===== config.mk =====
export PLATFORM = sky130hd
export DESIGN_NAME = adv_data_uuid16_scanner
export DESIGN_NICKNAME = d
export VERILOG_FILES = /design/src/sv/aduu_pkg.sv /design/src/sv/aduu_parser.sv /design/src/sv/adv_data_uuid16_scanner.sv
export VERILOG_INCLUDE_DIRS = /design/src /design/src/sv
export SDC_FILE = /design/constraint.sdc
export NUM_CORES = 1
export LEC_CHECK = 0
export ABC_AREA = 1
export BUFFER_PORTS_ARGS = -buffer_cell sky130_fd_sc_hd__buf_2
export CAP_MARGIN = 0
export CORE_UTILIZATION = 30
export CTS_CLUSTER_DIAMETER = 50
export DETAILED_ROUTE_END_ITERATION = 16
export SLEW_MARGIN = 20
export SYNTH_ARGS = -nofsm -noshare
export SYNTH_HDL_FRONTEND = slang
export SYNTH_SLANG_ARGS = --single-unit

===== constraint.sdc =====
create_clock -name clk -period 2.6 [get_ports clk]
set_input_delay 0.39 -clock clk [delete_from_list [all_inputs] [get_ports clk]]
set_output_delay 0.39 -clock clk [all_outputs]
set_load 0.05 [all_outputs]

===== src/sv/assert_macros.svh =====
// ---------------------------------------------------------------------------
// Assertion macros
// Concurrent checks, clocked on the rising edge, held off while in reset.
// ---------------------------------------------------------------------------
`ifndef ASSERT_MACROS_SVH
`define ASSERT_MACROS_SVH

`ifndef SYNTHESIS

// antecedent implies consequent in the same cycle
`define AST_IMPL(lbl, clk, rst_n, ante, cons) \
  lbl: assert property (@(posedge clk) disable iff (!rst_n) (ante) |-> (cons)) \
    else $error("assertion failed");

// antecedent implies consequent in the next cycle
`define AST_NEXT(lbl, clk, rst_n, ante, cons) \
  lbl: assert property (@(posedge clk) disable iff (!rst_n) (ante) |=> (cons)) \
    else $error("assertion failed");

`else

`define AST_IMPL(lbl, clk, rst_n, ante, cons)
`define AST_NEXT(lbl, clk, rst_n, ante, cons)

`endif

`endif


===== src/sv/aduu_pkg.sv =====
// ---------------------------------------------------------------------------
// aduu_pkg
// Shared types and constants of the advertising data UUID16 scanner.
// ---------------------------------------------------------------------------
package aduu_pkg;

  localparam int unsigned CFG_IDX_W  = 2;
  localparam int unsigned CFG_DATA_W = 16;

  typedef enum logic [CFG_IDX_W-1:0] {
    REG_TARGET_UUID          = 2'd0,
    REG_LIST_TYPE_COMPLETE   = 2'd1,
    REG_LIST_TYPE_INCOMPLETE = 2'd2
  } cfg_reg_t;

  localparam logic [15:0] TARGET_UUID_RST          = 16'h1814;
  localparam logic [7:0]  LIST_TYPE_COMPLETE_RST   = 8'd3;
  localparam logic [7:0]  LIST_TYPE_INCOMPLETE_RST = 8'd2;

  // parse phase, one-hot
  typedef enum logic [3:0] {
    PH_LEN  = 4'b0001,
    PH_TYPE = 4'b0010,
    PH_DATA = 4'b0100,
    PH_DONE = 4'b1000
  } phase_t;

  typedef struct packed {
    logic [15:0] target_uuid;
    logic [7:0]  list_type_complete;
    logic [7:0]  list_type_incomplete;
  } cfg_t;

  // verdict handed from the parser to the result buffer
  typedef struct packed {
    logic valid;
    logic found;
  } verdict_t;

endpackage


===== src/sv/aduu_parser.sv =====
// ---------------------------------------------------------------------------
// aduu_parser
// Length-type-value walker: one report byte per transfer, verdict on the
// last byte of the report.
// ---------------------------------------------------------------------------
`include "assert_macros.svh"

module aduu_parser (
  input  logic              clk,
  input  logic              rst_n,
  input  logic              take,
  input  logic [7:0]        data_byte,
  input  logic              last_byte,
  input  aduu_pkg::cfg_t    cfg,
  output aduu_pkg::verdict_t verdict
);
  import aduu_pkg::*;

  phase_t      phase_r, phase_nxt;
  logic [7:0]  bytes_left_r, bytes_left_nxt;
  logic        in_list_r, in_list_nxt;
  logic [6:0]  pairs_left_r, pairs_left_nxt;
  logic [7:0]  low_half_r, low_half_nxt;
  logic        half_sel_r, half_sel_nxt;
  logic        found_r, found_nxt;

  logic        is_list;
  logic [6:0]  pairs_dec;

  assign is_list   = (data_byte == cfg.list_type_complete) ||
                     (data_byte == cfg.list_type_incomplete);
  assign pairs_dec = pairs_left_r - 7'd1;

  always_comb begin
    phase_nxt      = phase_r;
    bytes_left_nxt = bytes_left_r;
    in_list_nxt    = in_list_r;
    pairs_left_nxt = pairs_left_r;
    low_half_nxt   = low_half_r;
    half_sel_nxt   = half_sel_r;
    found_nxt      = found_r;
    case (phase_r)
      PH_LEN: begin
        if (data_byte == 8'd0) begin
          phase_nxt = PH_DONE;
        end else begin
          bytes_left_nxt = data_byte - 8'd1;
          phase_nxt      = PH_TYPE;
        end
      end
      PH_TYPE: begin
        if (is_list) begin
          in_list_nxt    = 1'b1;
          pairs_left_nxt = bytes_left_r[7:1];
          half_sel_nxt   = 1'b0;
          phase_nxt      = (bytes_left_r[7:1] == 7'd0) ? PH_DONE : PH_DATA;
        end else begin
          in_list_nxt = 1'b0;
          phase_nxt   = (bytes_left_r == 8'd0) ? PH_LEN : PH_DATA;
        end
      end
      PH_DATA: begin
        if (in_list_r) begin
          if (!half_sel_r) begin
            low_half_nxt = data_byte;
            half_sel_nxt = 1'b1;
          end else begin
            half_sel_nxt = 1'b0;
            if ({data_byte, low_half_r} == cfg.target_uuid) begin
              found_nxt = 1'b1;
              phase_nxt = PH_DONE;
            end else begin
              pairs_left_nxt = pairs_dec;
              if (pairs_dec == 7'd0) begin
                phase_nxt = PH_DONE;
              end
            end
          end
        end else begin
          bytes_left_nxt = bytes_left_r - 8'd1;
          if (bytes_left_r == 8'd1) begin
            phase_nxt = PH_LEN;
          end
        end
      end
      PH_DONE: begin
        // search decided: bytes are dropped until the report ends
      end
      default: begin
        phase_nxt = PH_LEN;
      end
    endcase
  end

  assign verdict.valid = take && last_byte;
  assign verdict.found = found_nxt;

  always_ff @(posedge clk) begin
    if (!rst_n) begin
      phase_r      <= PH_LEN;
      bytes_left_r <= '0;
      in_list_r    <= 1'b0;
      pairs_left_r <= '0;
      low_half_r   <= '0;
      half_sel_r   <= 1'b0;
      found_r      <= 1'b0;
    end else if (take) begin
      if (last_byte) begin
        phase_r      <= PH_LEN;
        bytes_left_r <= '0;
        in_list_r    <= 1'b0;
        pairs_left_r <= '0;
        low_half_r   <= '0;
        half_sel_r   <= 1'b0;
        found_r      <= 1'b0;
      end else begin
        phase_r      <= phase_nxt;
        bytes_left_r <= bytes_left_nxt;
        in_list_r    <= in_list_nxt;
        pairs_left_r <= pairs_left_nxt;
        low_half_r   <= low_half_nxt;
        half_sel_r   <= half_sel_nxt;
        found_r      <= found_nxt;
      end
    end
  end

  `AST_NEXT(a_report_end_clears, clk, rst_n, take && last_byte,
            (phase_r == PH_LEN) && !found_r)
  `AST_IMPL(a_found_only_when_done, clk, rst_n, found_r, phase_r == PH_DONE)
  `AST_IMPL(a_list_has_pairs, clk, rst_n, (phase_r == PH_DATA) && in_list_r,
            pairs_left_r != 7'd0)

endmodule


===== src/sv/adv_data_uuid16_scanner.sv =====
// ---------------------------------------------------------------------------
// adv_data_uuid16_scanner
// The verdict enters the result buffer on the last byte's transfer, out_found
// shows it after older verdicts pop. Throughput: one byte per cycle unless the
// two-entry result buffer is full; it keeps input open while one verdict waits.
// Reset (synchronous, rst_n low): parser idle, result buffer empty, registers
// back to UUID 0x1814 and list types 3 and 2.
// ---------------------------------------------------------------------------
`include "assert_macros.svh"

module adv_data_uuid16_scanner (
  input  logic                            clk,
  input  logic                            rst_n,
  input  logic                            in_valid,
  output logic                            in_ready,
  input  logic [7:0]                      in_data_byte,
  input  logic                            in_last_byte,
  output logic                            out_valid,
  input  logic                            out_ready,
  output logic                            out_found,
  input  logic                            cfg_valid,
  output logic                            cfg_ready,
  input  logic [aduu_pkg::CFG_IDX_W-1:0]  cfg_index,
  input  logic [aduu_pkg::CFG_DATA_W-1:0] cfg_data
);
  import aduu_pkg::*;

  cfg_t       cfg_r;
  verdict_t   verdict;
  logic       take;
  logic       push;
  logic       pop;
  logic [1:0] cnt_r;
  logic       wr_ptr_r;
  logic       rd_ptr_r;
  logic [1:0] buf_r;

  // configuration registers
  assign cfg_ready = 1'b1;

  always_ff @(posedge clk) begin
    if (!rst_n) begin
      cfg_r.target_uuid          <= TARGET_UUID_RST;
      cfg_r.list_type_complete   <= LIST_TYPE_COMPLETE_RST;
      cfg_r.list_type_incomplete <= LIST_TYPE_INCOMPLETE_RST;
    end else if (cfg_valid && cfg_ready) begin
      case (cfg_index)
        REG_TARGET_UUID:          cfg_r.target_uuid          <= cfg_data;
        REG_LIST_TYPE_COMPLETE:   cfg_r.list_type_complete   <= cfg_data[7:0];
        REG_LIST_TYPE_INCOMPLETE: cfg_r.list_type_incomplete <= cfg_data[7:0];
        default: begin
          // unmapped index: write dropped
        end
      endcase
    end
  end

  assign in_ready = (cnt_r != 2'd2);
  assign take     = in_valid && in_ready;

  aduu_parser u_parser (
    .clk       (clk),
    .rst_n     (rst_n),
    .take      (take),
    .data_byte (in_data_byte),
    .last_byte (in_last_byte),
    .cfg       (cfg_r),
    .verdict   (verdict)
  );

  // two-entry result buffer
  assign push      = verdict.valid;
  assign pop       = out_valid && out_ready;
  assign out_valid = (cnt_r != 2'd0);
  assign out_found = buf_r[rd_ptr_r];

  always_ff @(posedge clk) begin
    if (push) begin
      buf_r[wr_ptr_r] <= verdict.found;
    end
  end

  always_ff @(posedge clk) begin
    if (!rst_n) begin
      cnt_r    <= 2'd0;
      wr_ptr_r <= 1'b0;
      rd_ptr_r <= 1'b0;
    end else begin
      if (push) begin
        wr_ptr_r <= ~wr_ptr_r;
      end
      if (pop) begin
        rd_ptr_r <= ~rd_ptr_r;
      end
      if (push && !pop) begin
        cnt_r <= cnt_r + 2'd1;
      end else if (pop && !push) begin
        cnt_r <= cnt_r - 2'd1;
      end
    end
  end

  `AST_IMPL(a_cnt_in_range, clk, rst_n, 1'b1, cnt_r != 2'd3)
  `AST_IMPL(a_stall_only_when_full, clk, rst_n, !in_ready, out_valid && (cnt_r == 2'd2))
  `AST_NEXT(a_fill_second_slot, clk, rst_n, push && !pop && (cnt_r == 2'd1),
            (cnt_r == 2'd2) && (wr_ptr_r == rd_ptr_r))

endmodule

==> metrics.md, run 1 <==
| Metric | Value |
|---|---|
| First-pass GRT wire length | `roughly 17000 um` |
| Pwr/cell area | `712 nW/um^2` |
| Crit path kind | `reg2reg` |
| Max_slew headroom | `0.458` |
| Min-Delay Path Class | `in2reg` |
| Initial DRT Pass Iterations | `4` |
| Number of global-route vias before repair | `around 3500` |
| Final wirelength | `roughly 10000 um` |
| Core area | `approximately 13000 um^2` |
| Post-Place Cell Area | `4260 um^2` |
| Syn_area_per_cell | `~7 um^2` |
| Die X | `117 um` |
| I/O Buffers | `34` |
| Outcome | `complete, no violations` |
| # IOs | `36` |
| Layout fillers | `approximately 1300` |
| Max-slew violations | `0` |
| Crit path launch type | `flop` |
| Cells after Synth | `570` |
| Sequential fraction of the synthesis area | `0.346` |
| Post-layout nets | `639` |
| Post-synth EDFFs | `2` |
| Gates resized, CTS repair | `0` |
| Final Skew | `0.00442 ns` |
| Initial Util | `0.312` |
| Synthesized Nets | `610` |
| Initial antenna violation count | `0` |
| Via density | `4.70` |
| Drt wl/cell | `about 13 um` |
| Post-synth top area cell | `dfxtp_1` |
| Starting DRT DRC Count | `around 160` |
| Worst endpoint required time | `about 2.8 ns` |
| Worst-margin pin slew | `a little over 0.8 ns` |
| VDD IR max | `about 0.36 mV` |
| Clk root buf | `clkbuf_16` |
| # DRC | `0` |
| YS warnings | `0` |
| Cts hold-fix bufs | `0` |
| Antenna Nets Post-Route | `0` |
| Area delta synth->final | `14.3%` |
| Clk_lat worst skew | `approximately 0.33 ns` |
| H-tree depth | `3` |
| GP Congestion | `roughly 0.90` |
| GRT Util Overall | `0.149` |
| Setup TNS | `0 ns` |
| Clock Path Buffers | `2` |
| FF+latch count, synth | `68` |
| Post-DP HPWL | `about 7600 um` |
| FP Rows | `41` |
| Synth area leaders | `dfxtp_1 33%, nand2_1 11%, nor2_1 8.3%` |
| Vias after detailed routing | `3649` |
| Clk pin slew, worst setup/hold paths | `~0.06 ns` |
| CTS buffer count | `9` |
| Crit. End Element | `flop` |
| Number of max-cap violations | `0` |
| Fraction of registers with async set or reset after synthesis | `0` |
| Crit share post-route | `0.726` |
| TritonCTS sink count | `a little under 70` |
| Final Power | `~3.2 mW` |
| Commonest non-fill, non-tap cell in the layout | `nand2_1` |
| Most frequent cells in the layout | `120 x nand2_1, 88 x nor2_1, 66 x dfxtp_1` |
| Worst Path Arrival | `~2.1 ns` |
| Ys flop type | `dfxtp_1` |
| Largest net degree at the start of global routing | `34` |
| Setup violators final | `0` |
| Min cycle time layout | `1.89 ns` |
| Unrepaired setup endpoints after global routing | `no` |
| Fin area | `between 4000 and 5000 um^2` |
| Die height | `approximately 120 um` |
| CTS tree | `built` |
| Crit-path max FO | `7` |
| Pleak | `between 1.5 and 2 nW` |
| Post-CTS Setup Inserts | `0` |
| Die area | `about 14000 um^2` |
| Top-area cell type share of the netlist area | `0.331` |
| Library cells used by synthesis | `41` |
| Total gr overflow | `0` |
| Diodes inserted | `0` |
| Max Clk Rate | `approximately 530 MHz` |
| Layout cells sized above 1 | `0.174` |
| Final Hold Fails | `0` |
| Cell Area, Synth | `approximately 4000 um^2` |
flip-flops by register name, indices dropped and copies added, names as in the netlist:
| signal | count |
|---|---|
| rd_ptr_r | 1 |
| buf_r | 2 |
| u_parser.half_sel_r | 1 |
| u_parser.phase_r | 4 |
| u_parser.low_half_r | 8 |
| u_parser.bytes_left_r | 8 |
| u_parser.in_list_r | 1 |
| wr_ptr_r | 1 |
| u_parser.pairs_left_r | 7 |
| cfg_r | 32 |
| cnt_r | 2 |
| u_parser.found_r | 1 |
critical path, cell delays in order, from the launching register on:
cell     delay, ns
dfxtp_1       0.36
inv_1         0.12
ha_1          0.30
xnor2_1       0.24
nand2_1       0.08
nor2_1        0.11
nand3_1       0.10
nand2_1       0.07
nand2_1       0.06
nand2_2       0.10
nand2_4       0.08
nor2_1        0.12
nor2_1        0.05
cell type report:
class	instances	area, um^2	area share
Multi-Input combinational cell	424	2240	0.491
Sequential cell	68	1380	0.303
Clock buffer	10	239	0.0524
Inverter	59	226	0.0497
Tap cell	172	215	0.0472
Timing Repair Buffer	37	193	0.0423
Clock inverter	6	63.8	0.0140
through the flow:
stage          setup slack, ns   util  std cells  hold slack, ns
2_1_floorplan            0.622      -        570           0.443
3_3_place_gp             0.506  0.333        760           0.457
3_5_place_dp             0.509  0.333        760           0.466
4_1_cts                  0.687  0.357        776           0.286
5_1_grt                  0.403  0.357        776           0.320
6_report                 0.712  0.357        776           0.285
cells by family after synthesis:
family,synth area share
buffers and inverters,0.0922
xor gates and xnor gates,0.0615
other,0.000940
DFF,0.346
and+or+nand+nor,0.336
adders and majority gates,0.0251
AOI/OAI and AO/OA,0.138
final timing paths:
| check | startpoint | depth (start not counted) | endpoint | slack, ns |
|---|---|---|---|---|
| max | u_parser.pairs_left_r[0] | 12 | u_parser.phase_r[2] | 0.71 |
| min | cfg_data[11] | 3 | cfg_r[27] | 0.29 |
| max reg2reg | u_parser.pairs_left_r[0] | 12 | u_parser.phase_r[2] | 0.71 |
| min reg2reg | cfg_r[26] | 2 | cfg_r[26] | 0.47 |
power breakdown:
part           total (mW)  internal, mW  switching, mW  leakage [nW]
Sequential           1.21          1.14         0.0750         0.558
Clock                1.24         0.766          0.472         0.144
Combinational       0.798         0.266          0.532          1.26
Yosys cell counts, types with 4 or more instances:
cell      count
dfxtp_1      66
xnor2_1      13
nand2_4       5
nor2_4        4
nor3_1        7
nand4_1       6
nand2_1     120
nor2_2       10
buf_4         5
o21ai_0      44
ha_1          8
clkbuf_1      7
a21oi_1      40
inv_2        11
xor2_1       15
inv_1        43
nand2_2      12
nor2_1       88
nand3_1      27
o211ai_1      6
layer usage:
metal	track usage	part of all wire	wire (um)	vias up
li1	-	-	-	1885
met1	0.191	0.46	4560	1677
met2	0.254	0.48	4790	75
met3	0.0195	0.039	384	12
met4	0.0560	0.017	165	0
met5	0	0	0	-
(Power assumes the default switching activity.)
==> run 2, diff against run 1 <==
--- a/config.mk
+++ b/config.mk
@@ -6,7 +6,7 @@
 export SDC_FILE = /design/constraint.sdc
 export NUM_CORES = 1
 export LEC_CHECK = 0
-export ABC_AREA = 1
+export ABC_AREA = 0
 export BUFFER_PORTS_ARGS = -buffer_cell sky130_fd_sc_hd__buf_2
 export CAP_MARGIN = 0
 export CORE_UTILIZATION = 30
==> constraint.sdc (replaced) <==
create_clock -name clk -period 1.65 [get_ports clk]
set_input_delay 0.2475 -clock clk [delete_from_list [all_inputs] [get_ports clk]]
set_output_delay 0.2475 -clock clk [all_outputs]
set_load 0.05 [all_outputs]
==> metrics.md, run 2 <==
| Metric | Value |
|---|---|
| Fin area | `5210 um^2 (+14%)` |
| Layout cells sized above 1 | `0.301 (+0.127)` |
| Origin of the worst setup path | `in_data_byte[4]` |
| # DRC | `0 (unchanged)` |
| Clk network pwr share | `0.392 (+0.011)` |
| TritonCTS sink count | `68 (unchanged)` |
| VDD IR max | `0.661 mV (+85%)` |
| Switching part of the total power | `0.298 (-0.0343)` |
| Register with the most flip-flops | `cfg_r` |
| Die X | `116 um (-1.4%)` |
| Worst Setup EP | `u_parser.bytes_left_r[1]` |
| Met2 Use GR | `0.267 (+0.0126)` |
| CTS buffer count | `9 (unchanged)` |
| Starting DRT DRC Count | `130 (-21%)` |
| Syn_area_per_cell | `8.60 um^2 (+23%)` |
| Clock Path Buffers | `2 (unchanged)` |
| Reg2reg path depth | `7 (-5)` |
| YS warnings | `0 (unchanged)` |
| Total internal power | `3.76 mW (+73%)` |
| GP Congestion | `0.877 (-2.5%)` |
| Die area | `13400 um^2 (-2.8%)` |
| Reg power frac | `0.344 (-0.029)` |
| H-tree depth | `3 (unchanged)` |
| FP Rows | `41 (unchanged)` |
| Crit share post-route | `1.14` |
| Post-synth EDFFs | `2 (unchanged)` |
| Crit-path max FO | `4 (-3)` |
| Pwr/cell area | `1030 nW/um^2 (+44%)` |
| FF/Latch Area | `1390 um^2 (+0.72%)` |
| Setup violators final | `12 (+12)` |
| Crit-path cells | `buf_6 > or4_4 > nor4b_4 > nor4_4 > o31ai_4 > buf_6 > buf_6 > buf_4 > nand2_1 > a21boi_1` |
| Sequential fraction of the synthesis area | `0.356 (+0.0101)` |
| Register-to-register setup slack | `-0.22 ns (-0.93 ns)` |
| Commonest non-fill, non-tap cell in the layout | `nand2_1` |
| Met1 usage | `0.201 (+0.0105)` |
| Synth area leaders | `dfxtp_1 34%, mux2i_1 7.2%, nand2_1 7.2%` |
| Max-slew violations | `0 (unchanged)` |
| First-pass GRT wire length | `16900 um (+1.4%)` |
| Pleak | `2.18 nW (+11%)` |
| Layout fillers | `1233 (-7.8%)` |
| Antenna Nets Post-Route | `0 (unchanged)` |
| Area delta synth->final | `34.4%` |
| Initial Util | `0.307 (-0.00511)` |
| Min-delay src | `cfg_data[12]` |
| Clk root buf | `clkbuf_16` |
| Most common cell in the netlist | `nand2_1` |
| Post-synth top area cell | `dfxtp_1` |
| Slowest cell on crit path | `or4_4` |
| Synthesized Nets | `491 (-20%)` |
| Clk pin slew, worst setup/hold paths | `0.06 ns (about the same)` |
| Psw | `1.60 mW (+48%)` |
| Fraction of registers with async set or reset after synthesis | `0 (unchanged)` |
| Total gr overflow | `0 (unchanged)` |
| Crit path kind | `in2reg` |
| GRT Util Overall | `0.162 (+0.0130)` |
| Most frequent cells in the layout | `72 x nand2_1, 60 x dfxtp_1, 59 x buf_4` |
| Buf/Inv on CP | `4 (+3)` |
| Post-DP HPWL | `7010 um (-7.3%)` |
| Critical path depth in cells | `10 (-2)` |
| Max Clk Rate | `about 530 MHz` |
| I/O Buffers | `34 (unchanged)` |
| Via density | `4.85 (+3.0%)` |
| Number of flip-flops in the largest register | `32 (unchanged)` |
| Post-Place Cell Area | `4640 um^2 (+8.9%)` |
| Outcome | `finished with violations` |
| Vias after detailed routing | `3440 (-5.7%)` |
| Area occupied by multi-input gates | `2490 um^2 (+11%)` |
| Die height | `116 um (-1.4%)` |
| Number of global-route vias before repair | `3511 (+0.80%)` |
| Initial DRT Pass Iterations | `4 (unchanged)` |
| GRT Max-Usage Layer | `met2` |
| Setup TNS | `-2.15 ns (-2.15 ns)` |
| Comb pwr share | `0.263 (+0.017)` |
| Top Registers | `cfg_r x32, u_parser.bytes_left_r x8, u_parser.low_half_r x8` |
| Post-layout nets | `573 (-10%)` |
| Cell Area, Synth | `3880 um^2 (-2.8%)` |
| Number of max-cap violations | `0 (unchanged)` |
| Top-area cell type share of the netlist area | `0.341 (+0.00962)` |
| Post-synth top cells | `74 x nand2_1, 66 x dfxtp_1, 31 x xnor2_1` |
| FF+latch count, synth | `68 (unchanged)` |
| CP peak stage delay | `0.55 ns (+0.19 ns)` |
| Final Power | `5.35 mW (+65%)` |
| Diodes inserted | `0 (unchanged)` |
| Library cells used by synthesis | `54 (+32%)` |
| Initial antenna violation count | `0 (unchanged)` |
| Violated checks | `setup timing` |
| Setup ws final | `-0.227 ns (-0.940 ns)` |
| Worst endpoint required time | `1.91 ns (-0.92 ns)` |
| Min-Delay Path Class | `in2reg` |
| Clk_lat worst skew | `0.33 ns (about the same)` |
| Ys flop type | `dfxtp_1` |
| RR Endpoint | `u_parser.bytes_left_r[2]` |
| Min cycle time layout | `~1.9 ns` |
| Crit path launch type | `primary input` |
| Crit. End Element | `flop` |
| Drt wl/cell | `14.0 um (+9.5%)` |
| CTS tree | `built` |
| CP top delay family | `simple AND/OR/NAND/NOR gates` |
| Final Hold Fails | `0 (unchanged)` |
| Cells after Synth | `451 (-21%)` |
| Worst Path Arrival | `2.14 ns (+0.03 ns)` |
| # IOs | `36 (unchanged)` |
| Core area | `12600 um^2 (-1.2%)` |
| M3 GR Usage | `0.0335 (+0.0140)` |
| Largest net degree at the start of global routing | `67 (+97%)` |
| Unrepaired setup endpoints after global routing | `yes` |
| Worst R2R Start | `u_parser.phase_r[1]` |
| Cts hold-fix bufs | `0 (unchanged)` |
| Final Skew | `0.00615 ns (+0.00173 ns)` |
| Final wirelength | `9910 um (+0.17%)` |
| Most frequent CP cell | `buf_6` |
## run 2: cell types whose count changed after synthesis, sizes merged, moves of 9 or more
cell and change:
a21boi +20, a21oi -37, clkbuf +14, inv -47
mux2i +28, nand2 -64, nand3 -21, nor2 -73
nor2b +25, nor4 +9, o21ai -36, xnor2 +18
## run 2: tightest hold or removal path, delay by kind of cell
family,cells,cell delay [ns]
buf+inv,1,0.08
simple gates,2,0.10
## run 2: worst min path at each step
stage | to | slack [ns] | cells past startpoint
global placement | u_parser.pairs_left_r[6] | 0.46 | 2
floorplan | cfg_r[18] | 0.37 | 2
finish | cfg_r[28] | 0.13 | 3
detailed placement | cfg_r[28] | 0.47 | 3
CTS | cfg_r[28] | 0.12 | 3
global route | cfg_r[28] | 0.15 | 3
## run 2: layout make-up
class	count	area share
Multi-Input combinational cell	343	0.479
Inverter	9	0.00648
Clock inverter	7	0.0190
Clock buffer	9	0.0432
Tap cell	172	0.0413
Timing Repair Buffer	102	0.145
Sequential cell	68	0.267
## run 2: power by group through the flow
| stage | Clock, mW | Combinational (mW) | Sequential [mW] |
|---|---|---|---|
| 2_1_floorplan | 0 | 0.859 | 1.86 |
| 3_3_place_gp | 0 | 1.22 | 1.87 |
| 3_5_place_dp | 0 | 1.23 | 1.87 |
| 4_1_cts | 2.14 | 1.35 | 1.84 |
| 5_1_grt | 2.19 | 1.53 | 1.86 |
| 6_report | 2.10 | 1.41 | 1.84 |
## run 2: metrics by stage
stage	std cells	setup slack, ns	hold WS [ns]	util
floorplan	451	-0.344	0.372	-
global placement	685	-0.392	0.461	0.367
CTS	707	-0.256	0.117	0.405
global route	710	-0.285	0.149	0.413
detailed placement	685	-0.430	0.472	0.367
finish	710	-0.227	0.128	0.413
## run 2: logic make-up after synthesis
family	after synthesis	share of synthesized area
compound gates	59	0.113
fa+ha+maj	8	0.0258
xor+xnor	53	0.120
mux	29	0.0752
flops	68	0.356
buf+inv	40	0.0461
simple gates	193	0.263
other cells	1	0.000967
## run 2: timing repair
item                       4_1_cts  5_1_grt
pin swaps                       15       20
buffers inserted                 6        3
hold endpoints to repair         0        0
gates resized for setup         29       19
setup endpoints to repair       30       32
## run 2: per-layer routing
layer	part of all wire	vias up
met5	0	-
met4	0.029	0
met3	0.039	22
met2	0.49	85
met1	0.45	1633
li1	-	1700
